[src/rtl/clook_disk_request_scheduler_macros.svh]
// Assertion macros shared by the scheduler RTL.
// Each macro expects clk and arst_n to be visible where it is used.
`ifndef CLOOK_DISK_REQUEST_SCHEDULER_MACROS_SVH
`define CLOOK_DISK_REQUEST_SCHEDULER_MACROS_SVH

// Same-cycle implication, checked outside of reset.
`define CLOOK_ASSERT_IMP(lbl, ante, cons, msg) \
	lbl: assert property (@(posedge clk) disable iff (!arst_n) (ante) |-> (cons)) \
		else $error(msg);

// Next-cycle implication, checked outside of reset.
`define CLOOK_ASSERT_NXT(lbl, ante, cons, msg) \
	lbl: assert property (@(posedge clk) disable iff (!arst_n) (ante) |=> (cons)) \
		else $error(msg);

`endif

[src/rtl/clook_pkg.sv]
package clook_pkg;

	// Fixed widths of the result fields.
	localparam int OUT_W   = 16;
	localparam int TOTAL_W = 21;

	// Command codes on the input channel.
	localparam logic CMD_LOAD  = 1'b0;
	localparam logic CMD_START = 1'b1;

	// Sequencer states.
	typedef enum logic [2:0] {
		S_IDLE,
		S_LD_RD,
		S_LD_CMP,
		S_FD_RD,
		S_FD_CMP,
		S_SV_RD,
		S_SV_CALC,
		S_SV_OUT
	} state_t;

endpackage

[src/rtl/clook_mem.sv]
module clook_mem #(
	parameter int DEPTH  = 32,
	parameter int DATA_W = 16,
	parameter int ADDR_W = 5
) (
	input  logic              clk,
	input  logic              we,
	input  logic [ADDR_W-1:0] waddr,
	input  logic [DATA_W-1:0] wdata,
	input  logic [ADDR_W-1:0] raddr,
	output logic [DATA_W-1:0] rdata
);

	logic [DATA_W-1:0] mem_q [DEPTH];

	// One write port.
	always_ff @(posedge clk) begin
		if (we) begin
			mem_q[waddr] <= wdata;
		end
	end

	// One read port with registered data.
	always_ff @(posedge clk) begin
		rdata <= mem_q[raddr];
	end

endmodule

[src/rtl/clook_alu.sv]
module clook_alu #(
	parameter int W = 16
) (
	input  logic [W-1:0] a,
	input  logic [W-1:0] b,
	output logic         lt,
	output logic [W-1:0] abs_diff
);

	logic [W:0] diff;

	// One subtractor serves both the ordering compare and the distance.
	assign diff     = {1'b0, a} - {1'b0, b};
	assign lt       = diff[W];
	assign abs_diff = lt ? (~diff[W-1:0] + W'(1)) : diff[W-1:0];

endmodule

[src/rtl/clook_disk_request_scheduler.sv]
// Channel | Dir | Handshake           | Words
// in      | in  | in_valid/in_ready   | cmd, track, move_left
// out     | out | out_valid/out_ready | from_track, to_track, movement, total_movement, last
//
// A load moves each stored request above the new track up one slot, then writes the
// track in its place. A load into a full memory or a start with no requests is dropped.
// A start takes the head, searches past the stored requests below it, then reads,
// computes and presents each result in turn, waiting while out_ready stays
// low; in_ready is low until the run ends. Reset clears the state and request count only.
// A stalled result holds in its output register and the sequencer waits on it.
`include "clook_disk_request_scheduler_macros.svh"

module clook_disk_request_scheduler #(
	parameter int MAX_REQUESTS = 32,
	parameter int TRACK_BITS   = 16
) (
	input  logic                         clk,
	input  logic                         arst_n,
	input  logic                         in_valid,
	output logic                         in_ready,
	input  logic                         cmd,
	input  logic [TRACK_BITS-1:0]        track,
	input  logic                         move_left,
	output logic                         out_valid,
	input  logic                         out_ready,
	output logic [clook_pkg::OUT_W-1:0]   from_track,
	output logic [clook_pkg::OUT_W-1:0]   to_track,
	output logic [clook_pkg::OUT_W-1:0]   movement,
	output logic [clook_pkg::TOTAL_W-1:0] total_movement,
	output logic                         last
);

	localparam int CNT_W = $clog2(MAX_REQUESTS + 1);
	localparam int IDX_W = (MAX_REQUESTS > 1) ? $clog2(MAX_REQUESTS) : 1;

	clook_pkg::state_t state_q, state_d;

	logic [CNT_W-1:0]      cnt_q;
	logic [CNT_W-1:0]      i_q;
	logic [CNT_W-1:0]      j_q;
	logic [CNT_W-1:0]      k_q;
	logic [TRACK_BITS-1:0] trk_q;
	logic                  left_q;
	logic [TRACK_BITS-1:0] head_q;
	logic [clook_pkg::TOTAL_W-1:0] total_q;
	logic [clook_pkg::OUT_W-1:0]   from_q;
	logic [clook_pkg::OUT_W-1:0]   to_q;
	logic [clook_pkg::OUT_W-1:0]   mv_q;
	logic                  last_q;

	logic                  mem_we;
	logic [IDX_W-1:0]      mem_waddr;
	logic [TRACK_BITS-1:0] mem_wdata;
	logic [IDX_W-1:0]      mem_raddr;
	logic [TRACK_BITS-1:0] mem_rdata;

	logic [TRACK_BITS-1:0] alu_a;
	logic [TRACK_BITS-1:0] alu_b;
	logic                  alu_lt;
	logic [TRACK_BITS-1:0] alu_abs;

	logic                  in_acc;
	logic                  out_acc;
	logic [CNT_W-1:0]      i_m1;
	logic [CNT_W:0]        sum_r;
	logic [CNT_W:0]        dif_l;
	logic [CNT_W:0]        idx_r;
	logic [CNT_W:0]        idx_l;
	logic [IDX_W-1:0]      sv_idx;
	logic [clook_pkg::OUT_W-1:0] mv16;
	logic                  last_d;

	assign in_acc  = in_valid && in_ready;
	assign out_acc = out_valid && out_ready;
	assign i_m1    = i_q - CNT_W'(1);

	// Serve order: right runs j..n-1 then 0..j-1, left runs j-1..0 then n-1..j.
	assign sum_r  = {1'b0, j_q} + {1'b0, k_q};
	assign idx_r  = (sum_r >= {1'b0, cnt_q}) ? (sum_r - {1'b0, cnt_q}) : sum_r;
	assign dif_l  = {1'b0, j_q} - {1'b0, k_q} - (CNT_W + 1)'(1);
	assign idx_l  = dif_l[CNT_W] ? (dif_l + {1'b0, cnt_q}) : dif_l;
	assign sv_idx = left_q ? idx_l[IDX_W-1:0] : idx_r[IDX_W-1:0];

	assign mv16   = clook_pkg::OUT_W'(alu_abs);
	assign last_d = (k_q == (cnt_q - CNT_W'(1)));

	clook_mem #(
		.DEPTH  (MAX_REQUESTS),
		.DATA_W (TRACK_BITS),
		.ADDR_W (IDX_W)
	) u_mem (
		.clk   (clk),
		.we    (mem_we),
		.waddr (mem_waddr),
		.wdata (mem_wdata),
		.raddr (mem_raddr),
		.rdata (mem_rdata)
	);

	clook_alu #(
		.W (TRACK_BITS)
	) u_alu (
		.a        (alu_a),
		.b        (alu_b),
		.lt       (alu_lt),
		.abs_diff (alu_abs)
	);

	// State register.
	always_ff @(posedge clk or negedge arst_n) begin
		if (!arst_n) begin
			state_q <= clook_pkg::S_IDLE;
		end else begin
			state_q <= state_d;
		end
	end

	// Next state, memory control and shared unit operands.
	always_comb begin
		state_d   = state_q;
		in_ready  = 1'b0;
		out_valid = 1'b0;
		mem_we    = 1'b0;
		mem_waddr = i_q[IDX_W-1:0];
		mem_wdata = trk_q;
		mem_raddr = i_m1[IDX_W-1:0];
		alu_a     = mem_rdata;
		alu_b     = head_q;
		case (state_q)
			clook_pkg::S_IDLE: begin
				in_ready = 1'b1;
				if (in_valid) begin
					if (cmd == clook_pkg::CMD_LOAD) begin
						if (cnt_q != CNT_W'(MAX_REQUESTS)) begin
							state_d = clook_pkg::S_LD_RD;
						end
					end else if (cnt_q != '0) begin
						state_d = clook_pkg::S_FD_RD;
					end
				end
			end
			clook_pkg::S_LD_RD: begin
				if (i_q == '0) begin
					mem_we  = 1'b1;
					state_d = clook_pkg::S_IDLE;
				end else begin
					state_d = clook_pkg::S_LD_CMP;
				end
			end
			clook_pkg::S_LD_CMP: begin
				alu_a  = trk_q;
				alu_b  = mem_rdata;
				mem_we = 1'b1;
				if (alu_lt) begin
					mem_wdata = mem_rdata;
					state_d   = clook_pkg::S_LD_RD;
				end else begin
					state_d = clook_pkg::S_IDLE;
				end
			end
			clook_pkg::S_FD_RD: begin
				mem_raddr = j_q[IDX_W-1:0];
				if (j_q == cnt_q) begin
					state_d = clook_pkg::S_SV_RD;
				end else begin
					state_d = clook_pkg::S_FD_CMP;
				end
			end
			clook_pkg::S_FD_CMP: begin
				alu_a = mem_rdata;
				alu_b = trk_q;
				if (alu_lt) begin
					state_d = clook_pkg::S_FD_RD;
				end else begin
					state_d = clook_pkg::S_SV_RD;
				end
			end
			clook_pkg::S_SV_RD: begin
				mem_raddr = sv_idx;
				state_d   = clook_pkg::S_SV_CALC;
			end
			clook_pkg::S_SV_CALC: begin
				state_d = clook_pkg::S_SV_OUT;
			end
			clook_pkg::S_SV_OUT: begin
				out_valid = 1'b1;
				if (out_ready) begin
					state_d = last_q ? clook_pkg::S_IDLE : clook_pkg::S_SV_RD;
				end
			end
			default: begin
				state_d = clook_pkg::S_IDLE;
			end
		endcase
	end

	// Request count.
	always_ff @(posedge clk or negedge arst_n) begin
		if (!arst_n) begin
			cnt_q <= '0;
		end else if (mem_we && mem_wdata == trk_q &&
				(state_q == clook_pkg::S_LD_RD ||
				(state_q == clook_pkg::S_LD_CMP && !alu_lt))) begin
			cnt_q <= cnt_q + CNT_W'(1);
		end
	end

	// Working registers of the sequencer.
	always_ff @(posedge clk) begin
		case (state_q)
			clook_pkg::S_IDLE: begin
				if (in_acc) begin
					trk_q   <= track;
					left_q  <= move_left;
					head_q  <= track;
					i_q     <= cnt_q;
					j_q     <= '0;
					k_q     <= '0;
					total_q <= '0;
				end
			end
			clook_pkg::S_LD_CMP: begin
				if (alu_lt) begin
					i_q <= i_m1;
				end
			end
			clook_pkg::S_FD_CMP: begin
				if (alu_lt) begin
					j_q <= j_q + CNT_W'(1);
				end
			end
			clook_pkg::S_SV_CALC: begin
				from_q  <= clook_pkg::OUT_W'(head_q);
				to_q    <= clook_pkg::OUT_W'(mem_rdata);
				mv_q    <= mv16;
				total_q <= total_q + clook_pkg::TOTAL_W'(mv16);
				last_q  <= last_d;
				head_q  <= mem_rdata;
			end
			clook_pkg::S_SV_OUT: begin
				if (out_acc) begin
					k_q <= k_q + CNT_W'(1);
				end
			end
			default: begin
			end
		endcase
	end

	assign from_track     = from_q;
	assign to_track       = to_q;
	assign movement       = mv_q;
	assign total_movement = total_q;
	assign last           = last_q;

	`CLOOK_ASSERT_IMP(a_cnt_max, 1'b1, cnt_q <= CNT_W'(MAX_REQUESTS), "request count above capacity")
	`CLOOK_ASSERT_NXT(a_load_go, in_acc && cmd == clook_pkg::CMD_LOAD && cnt_q != CNT_W'(MAX_REQUESTS), state_q == clook_pkg::S_LD_RD, "accepted load did not start insertion")
	`CLOOK_ASSERT_NXT(a_last_end, out_acc && last, state_q == clook_pkg::S_IDLE, "run did not end after last word")
	`CLOOK_ASSERT_IMP(a_idx_range, state_q == clook_pkg::S_SV_RD, CNT_W'(sv_idx) < cnt_q, "serve index beyond stored requests")

endmodule
[config.mk]
export PLATFORM = sky130hd
export DESIGN_NAME = clook_disk_request_scheduler
export DESIGN_NICKNAME = d
export VERILOG_FILES = /design/src/rtl/clook_pkg.sv /design/src/rtl/clook_mem.sv /design/src/rtl/clook_alu.sv /design/src/rtl/clook_disk_request_scheduler.sv
export VERILOG_INCLUDE_DIRS = /design/src /design/src/rtl
export SDC_FILE = /design/constraint.sdc
export NUM_CORES = 1
export LEC_CHECK = 0
export BUFFER_PORTS_ARGS = -buffer_cell sky130_fd_sc_hd__buf_2
export CAP_MARGIN = 15
export CORE_AREA = 2 2 225 227
export CTS_CLUSTER_DIAMETER = 60
export DETAILED_ROUTE_END_ITERATION = 8
export DIE_AREA = 0 0 227 229
export GPL_TIMING_DRIVEN = 1
export PLACE_DENSITY = 0.87
export SKIP_CTS_REPAIR_TIMING = 1
export SKIP_LAST_GASP = 1
export SLEW_MARGIN = 40
export SYNTH_ARGS = -nofsm -noshare
export SYNTH_HDL_FRONTEND = slang
export SYNTH_HIERARCHICAL = 1
export SYNTH_SLANG_ARGS = --single-unit
[constraint.sdc]
create_clock -name clk -period 9.4 [get_ports clk]
set_input_delay 0.47 -clock clk [delete_from_list [all_inputs] [get_ports clk]]
set_output_delay 0.47 -clock clk [all_outputs]
set_load 0.01 [all_outputs]
==> results.yml, run 1 <==
worst_hold_path:
  holdPathStages: 1
  hold_end: "trk_q[1]"
  min_from: "track[1]"
  min_path_type: "input port to flop"
yosys:
  yosys.cell_types.count: 87
  ys_ff_latch: 658
  synth_edf_count: 633
  synth_top_area_cell: "edfxtp_1"
  yosysSeqAreaShare_pct: 66.3
  synth_nets: 2122
  yosys_warnings: 6
  synthCells: 2034
  syn_avg_cell_area_um2: 14.5
  synth_top_area_share_pct: 64.5
  ys_async_sr_fraction_pct: 1.37
  synth_flop_cell: "edfxtp_1"
  ys_top_cells_by_area: "edfxtp_1, mux2i_1, ha_1"
  syn_area_um2: 29500
routing:
  dr.pass1.iters: 6
  vias: 18400
  ant_nets: 0
  viasPerCell: 6.44
  drt-initial-drc-count: 2283
  post_drt_wl_per_cell_um: 24.7
  post-route-drc-count: 0
  wirelength_mm: 70.5
finish:
  post-route-util_pct: 65.7
  areaGrowthSynthToFinish_pct: 10.7
  drive_gt1_share_pct: 13.7
  final_cell_mix: "edfxtp_1, mux2i_1, nand2_1"
  mostFrequentLayoutCell: "edfxtp_1"
  nNetsFinal: 2216
placement:
  placement.io_buffers: 93
  hpwl_mm: 42.5
  routabilityCongestion: 0.920
worst_setup_path:
  cpMostUsedCell: "a21oi_1"
  worst-setup-path-type: "flop to flop"
  r2r_end: "total_movement[20]"
  cp_num_cells: 23
  crit_fanout: 22
  crit_buf_inv: 1
  crit_family: "compound AO/OA/AOI/OAI gates"
  end_kind: "flop"
  crit_arrival_ns: 7.36
  slowest_stage: "dfrtp_1"
  required_ns: 9.87
  r2r-start: "state_q[1]"
  crit_path_max_incr_delay_ns: 0.73
  r2r_slack_ns: 2.52
  critPathLaunchType: "flop"
  reg2reg_depth: 23
  critical_path.cell_chain: "nand2b_1 -> nor2_4 -> nor2_2 -> nand2_1 -> nand2_1 -> ha_1 -> fa_1 -> nor2b_1 -> o31a_1 -> o2111a_1 -> o211a_1 -> o21ai_1 -> a21oi_2 -> nor2_1 -> a21oi_1 -> inv_1 -> fa_1 -> and2b_1 -> o31ai_1 -> a21oi_1 -> a31oi_4 -> or3_1 -> a21oi_1"
sta:
  rsz0062_at_grt: "no"
  maxSlewViolCount: 0
  max_freq_ghz: 0.145
  layout_worst_path_cycle_share_pct: 73.2
  skew_ns: 0.0238
  post-route-min-period_ns: 6.88
  setup_tns_ns: 0
  slew_headroom_pct: 42.1
  hold_viol: 0
  worst_pin_slew_ns: 0.869
  setup_violations: 0
global_routing:
  grt-ovfl-total: 0
  grt_max_degree: 104
  grt_pass1_wl_mm: 105
  grt_pass1_vias: 18000
  track_usage_pct: 26.9
  grt-busiest-layer: "met2"
  met2_usage_pct: 43.3
  antenna_found_initial: 3
  use_met1_pct: 36.7
  grt_use_met3_pct: 4.75
floorplan:
  start_util_pct: 59.4
  rows: 82
  die_h_um: 229
  die_x_um: 227
  ios: 94
  design.core.area_um2: 49700
  die-area_um2: 52000
clocking:
  clk_pin_slew_ns: 0.07
  root_buffer: "clkbuf_16"
  cts_tree: "done"
  cts.sinks: 658
  clk_latency_ns: 0.65
  cts.path.max_buffers: 3
  htree_levels: 2
  cts_made_buffers: 61
outcome:
  status: "complete, no violations"
flow_run:
  drv_cap: 0
-- worst reg2reg max path, cell delays in order, from the launching register on --
cell	delay (ns)
dfrtp_1	0.73
nand2b_1	0.40
nor2_4	0.49
nor2_2	0.26
nand2_1	0.13
nand2_1	0.06
ha_1	0.24
fa_1	0.42
nor2b_1	0.23
o31a_1	0.23
o2111a_1	0.24
o211a_1	0.16
o21ai_1	0.07
a21oi_2	0.67
nor2_1	0.09
a21oi_1	0.24
inv_1	0.10
fa_1	0.41
and2b_1	0.25
o31ai_1	0.14
a21oi_1	0.46
a31oi_4	0.17
or3_1	0.36
a21oi_1	0.16
-- state kept, by name, indices dropped and copies added, names as in the netlist --
register	cells
cnt_q	6
from_track	16
head_q	16
i_q	6
j_q	6
k_q	6
last	1
left_q	1
movement	16
state_q	3
to_track	16
total_movement	21
trk_q	16
u_mem/mem_q	512
u_mem/rdata	16
-- per-stage QoR --
stage               instance area [µm²]  instances  setup slack, ns  hold slack, ns
finish                            32600       2850             2.52          0.0258
global route                      32600       2848             2.07         0.00371
CTS                               32600       2843             2.72          -0.344
detailed placement                30600       2735             2.73           0.332
global placement                  30400       2730             2.43           0.324
floorplan                         29500       2034             3.99           0.174
-- per-layer routing --
layer | share of wire [%] | wire length (µm) | up-vias
met2 | 48 | 33900 | 1124
met3 | 9.7 | 6860 | 183
li1 | - | - | 7972
met1 | 38 | 26900 | 9078
met5 | 0 | 0 | -
met4 | 3.9 | 2730 | 0
-- worst max path at each step --
stage / to / slack (ns) / startpoint
floorplan: total_movement[20] / 3.99 / state_q[2]
detailed placement: total_movement[20] / 2.73 / state_q[1]
global placement: total_movement[20] / 2.43 / state_q[1]
finish: total_movement[20] / 2.52 / state_q[1]
CTS: total_movement[20] / 2.72 / state_q[1]
global route: total_movement[20] / 2.07 / state_q[1]
-- synthesized netlist by cell type (5+ instances only) --
master    number
edfxtp_1     633
mux2i_1      263
nand2_1      163
nor2_1       100
a21oi_1       84
a22oi_1       83
ha_1          60
inv_1         56
nand3_1       56
xnor2_1       40
nor3_1        36
a22o_1        34
mux2_2        33
xor2_1        32
buf_2         28
clkbuf_1      26
a31oi_1       23
o21ai_0       23
nand4_1       21
buf_4         19
dfxtp_1       16
o21a_1        13
nand3b_1      11
a21o_1        10
and2_1        10
nor2b_1       10
buf_6          9
dfrtp_1        9
nand2b_1       9
a211oi_1       6
buf_8          6
fa_1           6
or3_1          6
and3_1         5
buf_12         5
o31ai_1        5
-- kinds of logic (layout without fill, tap and decap cells) --
group / after synthesis / count (layout) / share of synthesized area [%]
buffers and inverters: 153 / 292 / 3.05
muxes: 296 / 296 / 10.2
and+or+nand+nor: 455 / 455 / 7.33
DFF: 658 / 658 / 66.3
adders and majority gates: 66 / 66 / 2.95
other: 0 / 5 / 0
AOI/OAI and AO/OA: 333 / 333 / 7.91
xor gates and xnor gates: 73 / 73 / 2.22
-- final cells by class --
| cell class | instances | area (µm²) |
|---|---|---|
| well taps | 672 | 841 |
| clock buffers | 74 | 1580 |
| inverters | 57 | 214 |
| multi-input cells | 1223 | 9190 |
| clock inverters | 34 | 452 |
| repair buffers | 127 | 797 |
| flip-flops and latches | 658 | 19600 |
| diodes | 5 | 12.5 |
| fillers | 3269 | 17000 |
Power of run 1 is not shown: default switching activity piles up to over one toggle a cycle in this logic, so the estimate is an artifact.
==> run 2, diff against run 1 <==
==> constraint.sdc (replaced) <==
create_clock -name clk -period 6.9 [get_ports clk]
set_input_delay 0.345 -clock clk [delete_from_list [all_inputs] [get_ports clk]]
set_output_delay 0.345 -clock clk [all_outputs]
set_load 0.01 [all_outputs]
==> results.yml, run 2 (synthesis results as in run 1) <==
floorplan:
  design.core.area_um2: 49700
  rows: 82
  die-area_um2: 52000
  ios: 94
  start_util_pct: 59.4
  die_x_um: 227
  die_h_um: 229
clocking:
  cts_made_buffers: 60
  cts_tree: "done"
  cts.sinks: 658
  htree_levels: 2
  clk_latency_ns: 0.65
  root_buffer: "clkbuf_16"
  cts.path.max_buffers: 3
  clk_pin_slew_ns: 0.07
finish:
  final_cell_mix: "edfxtp_1, mux2i_1, nand2_1"
  regArea_um2: 19600
  drive_gt1_share_pct: 14.0
  multi_input_area_um2: 9130
  largest_register_ffs: 512
  regMostFlops: "u_mem/mem_q"
  areaGrowthSynthToFinish_pct: 11.4
  mostFrequentLayoutCell: "edfxtp_1"
  nNetsFinal: 2243
  n_fill_cell: 3225
sta:
  maxSlewViolCount: 0
  setup_tns_ns: 0
  setup_violations: 0
  worst_pin_slew_ns: 0.841
  rsz0062_at_grt: "no"
  hold_viol: 0
  skew_ns: 0.0465
  hold_ws_ns: 0.0935
  post-route-min-period_ns: 6.47
  layout_worst_path_cycle_share_pct: 93.7
  slew_headroom_pct: 43.9
  max_freq_ghz: 0.155
global_routing:
  grt_max_degree: 88
  grt_pass1_vias: 18100
  antenna_found_initial: 3
  grt-ovfl-total: 0
  grt_pass1_wl_mm: 105
  track_usage_pct: 26.9
worst_setup_path:
  r2r_slack_ns: 0.43
  end_kind: "flop"
  required_ns: 7.24
  worst-setup-path-type: "flop to flop"
  crit_fanout: 30
  crit_arrival_ns: 6.81
  critPathLaunchType: "flop"
placement:
  placement.io_buffers: 93
  routabilityCongestion: 0.927
  hpwl_mm: 42.0
routing:
  dr.pass1.iters: 6
  ant_nets: 0
  vias: 18500
  wirelength_mm: 71.1
  post-route-drc-count: 0
  drt-initial-drc-count: 2695
  post_drt_wl_per_cell_um: 24.7
  viasPerCell: 6.42
flow_run:
  drv_cap: 0
outcome:
  status: "complete, no violations"
worst_hold_path:
  min_path_type: "input port to async pin"
[run 2: changes by cell type in the layout (fill, tap and decap cells not counted), sizes merged]
cell,before,now
dlygate4sd3,2,18
clkinv,16,29
buf,125,136
inv,62,59
bufinv,9,7
clkinvlp,4,2
diode,5,3
[run 2: path summary, 6_finish.rpt]
check | cells after the start | start | endpoint
min in group clk | 4 | out_ready | state_q[2]
setup reg to reg | 20 | state_q[0] | total_movement[10]
hold / removal | 2 | arst_n | cnt_q[4]
setup / recovery | 20 | state_q[0] | total_movement[10]
max in group asynchronous | 2 | arst_n | cnt_q[1]
hold reg to reg | 0 | head_q[0] | from_track[0]
[run 2: routing by layer]
layer  wire length (µm)  track usage (%)  vias up
li1                   -                -     8047
met5                 11                0        -
met1              27000             36.1     9154
met4               2530             11.4        2
met3               6810             4.89      170
met2              34700             43.3     1122
[run 2: per-stage QoR]
| step | setup WS (ns) | cell area (µm²) | utilization (%) | std cells |
|---|---|---|---|---|
| floorplan | 1.49 | 29500 | - | 2034 |
| global placement | 0.843 | 30500 | 61.5 | 2746 |
| detailed placement | 0.643 | 30600 | 61.6 | 2746 |
| CTS | 0.517 | 32600 | 65.7 | 2859 |
| global route | 0.0579 | 32800 | 66.1 | 2879 |
| finish | 0.433 | 32800 | 66.1 | 2881 |
[run 2: worst max-delay path, cell delays in order (launching register included)]
cell,delay (ns)
dfrtp_1,0.58
nand2b_1,0.39
nor2_4,0.37
buf_4,0.40
mux2_2,0.39
ha_1,0.38
nor2b_1,0.30
o31a_1,0.26
o2111a_1,0.26
o211a_1,0.17
o21ai_1,0.07
a21oi_2,0.38
nor2_1,0.13
xnor2_1,0.23
ha_1,0.31
and2b_1,0.21
o31ai_1,0.56
a21oi_2,0.22
a21boi_0,0.30
xor2_1,0.21
nor2_1,0.05
[run 2: layout make-up]
type                    instances  area share [%]
clock inverters                40            1.33
clock buffers                  73            4.85
repair buffers                155            3.22
multi-input cells            1223            27.8
diodes                          3          0.0229
inverters                      57           0.652
flip-flops and latches        658            59.6
well taps                     672            2.56
Power of run 2 is left out for the same reason.
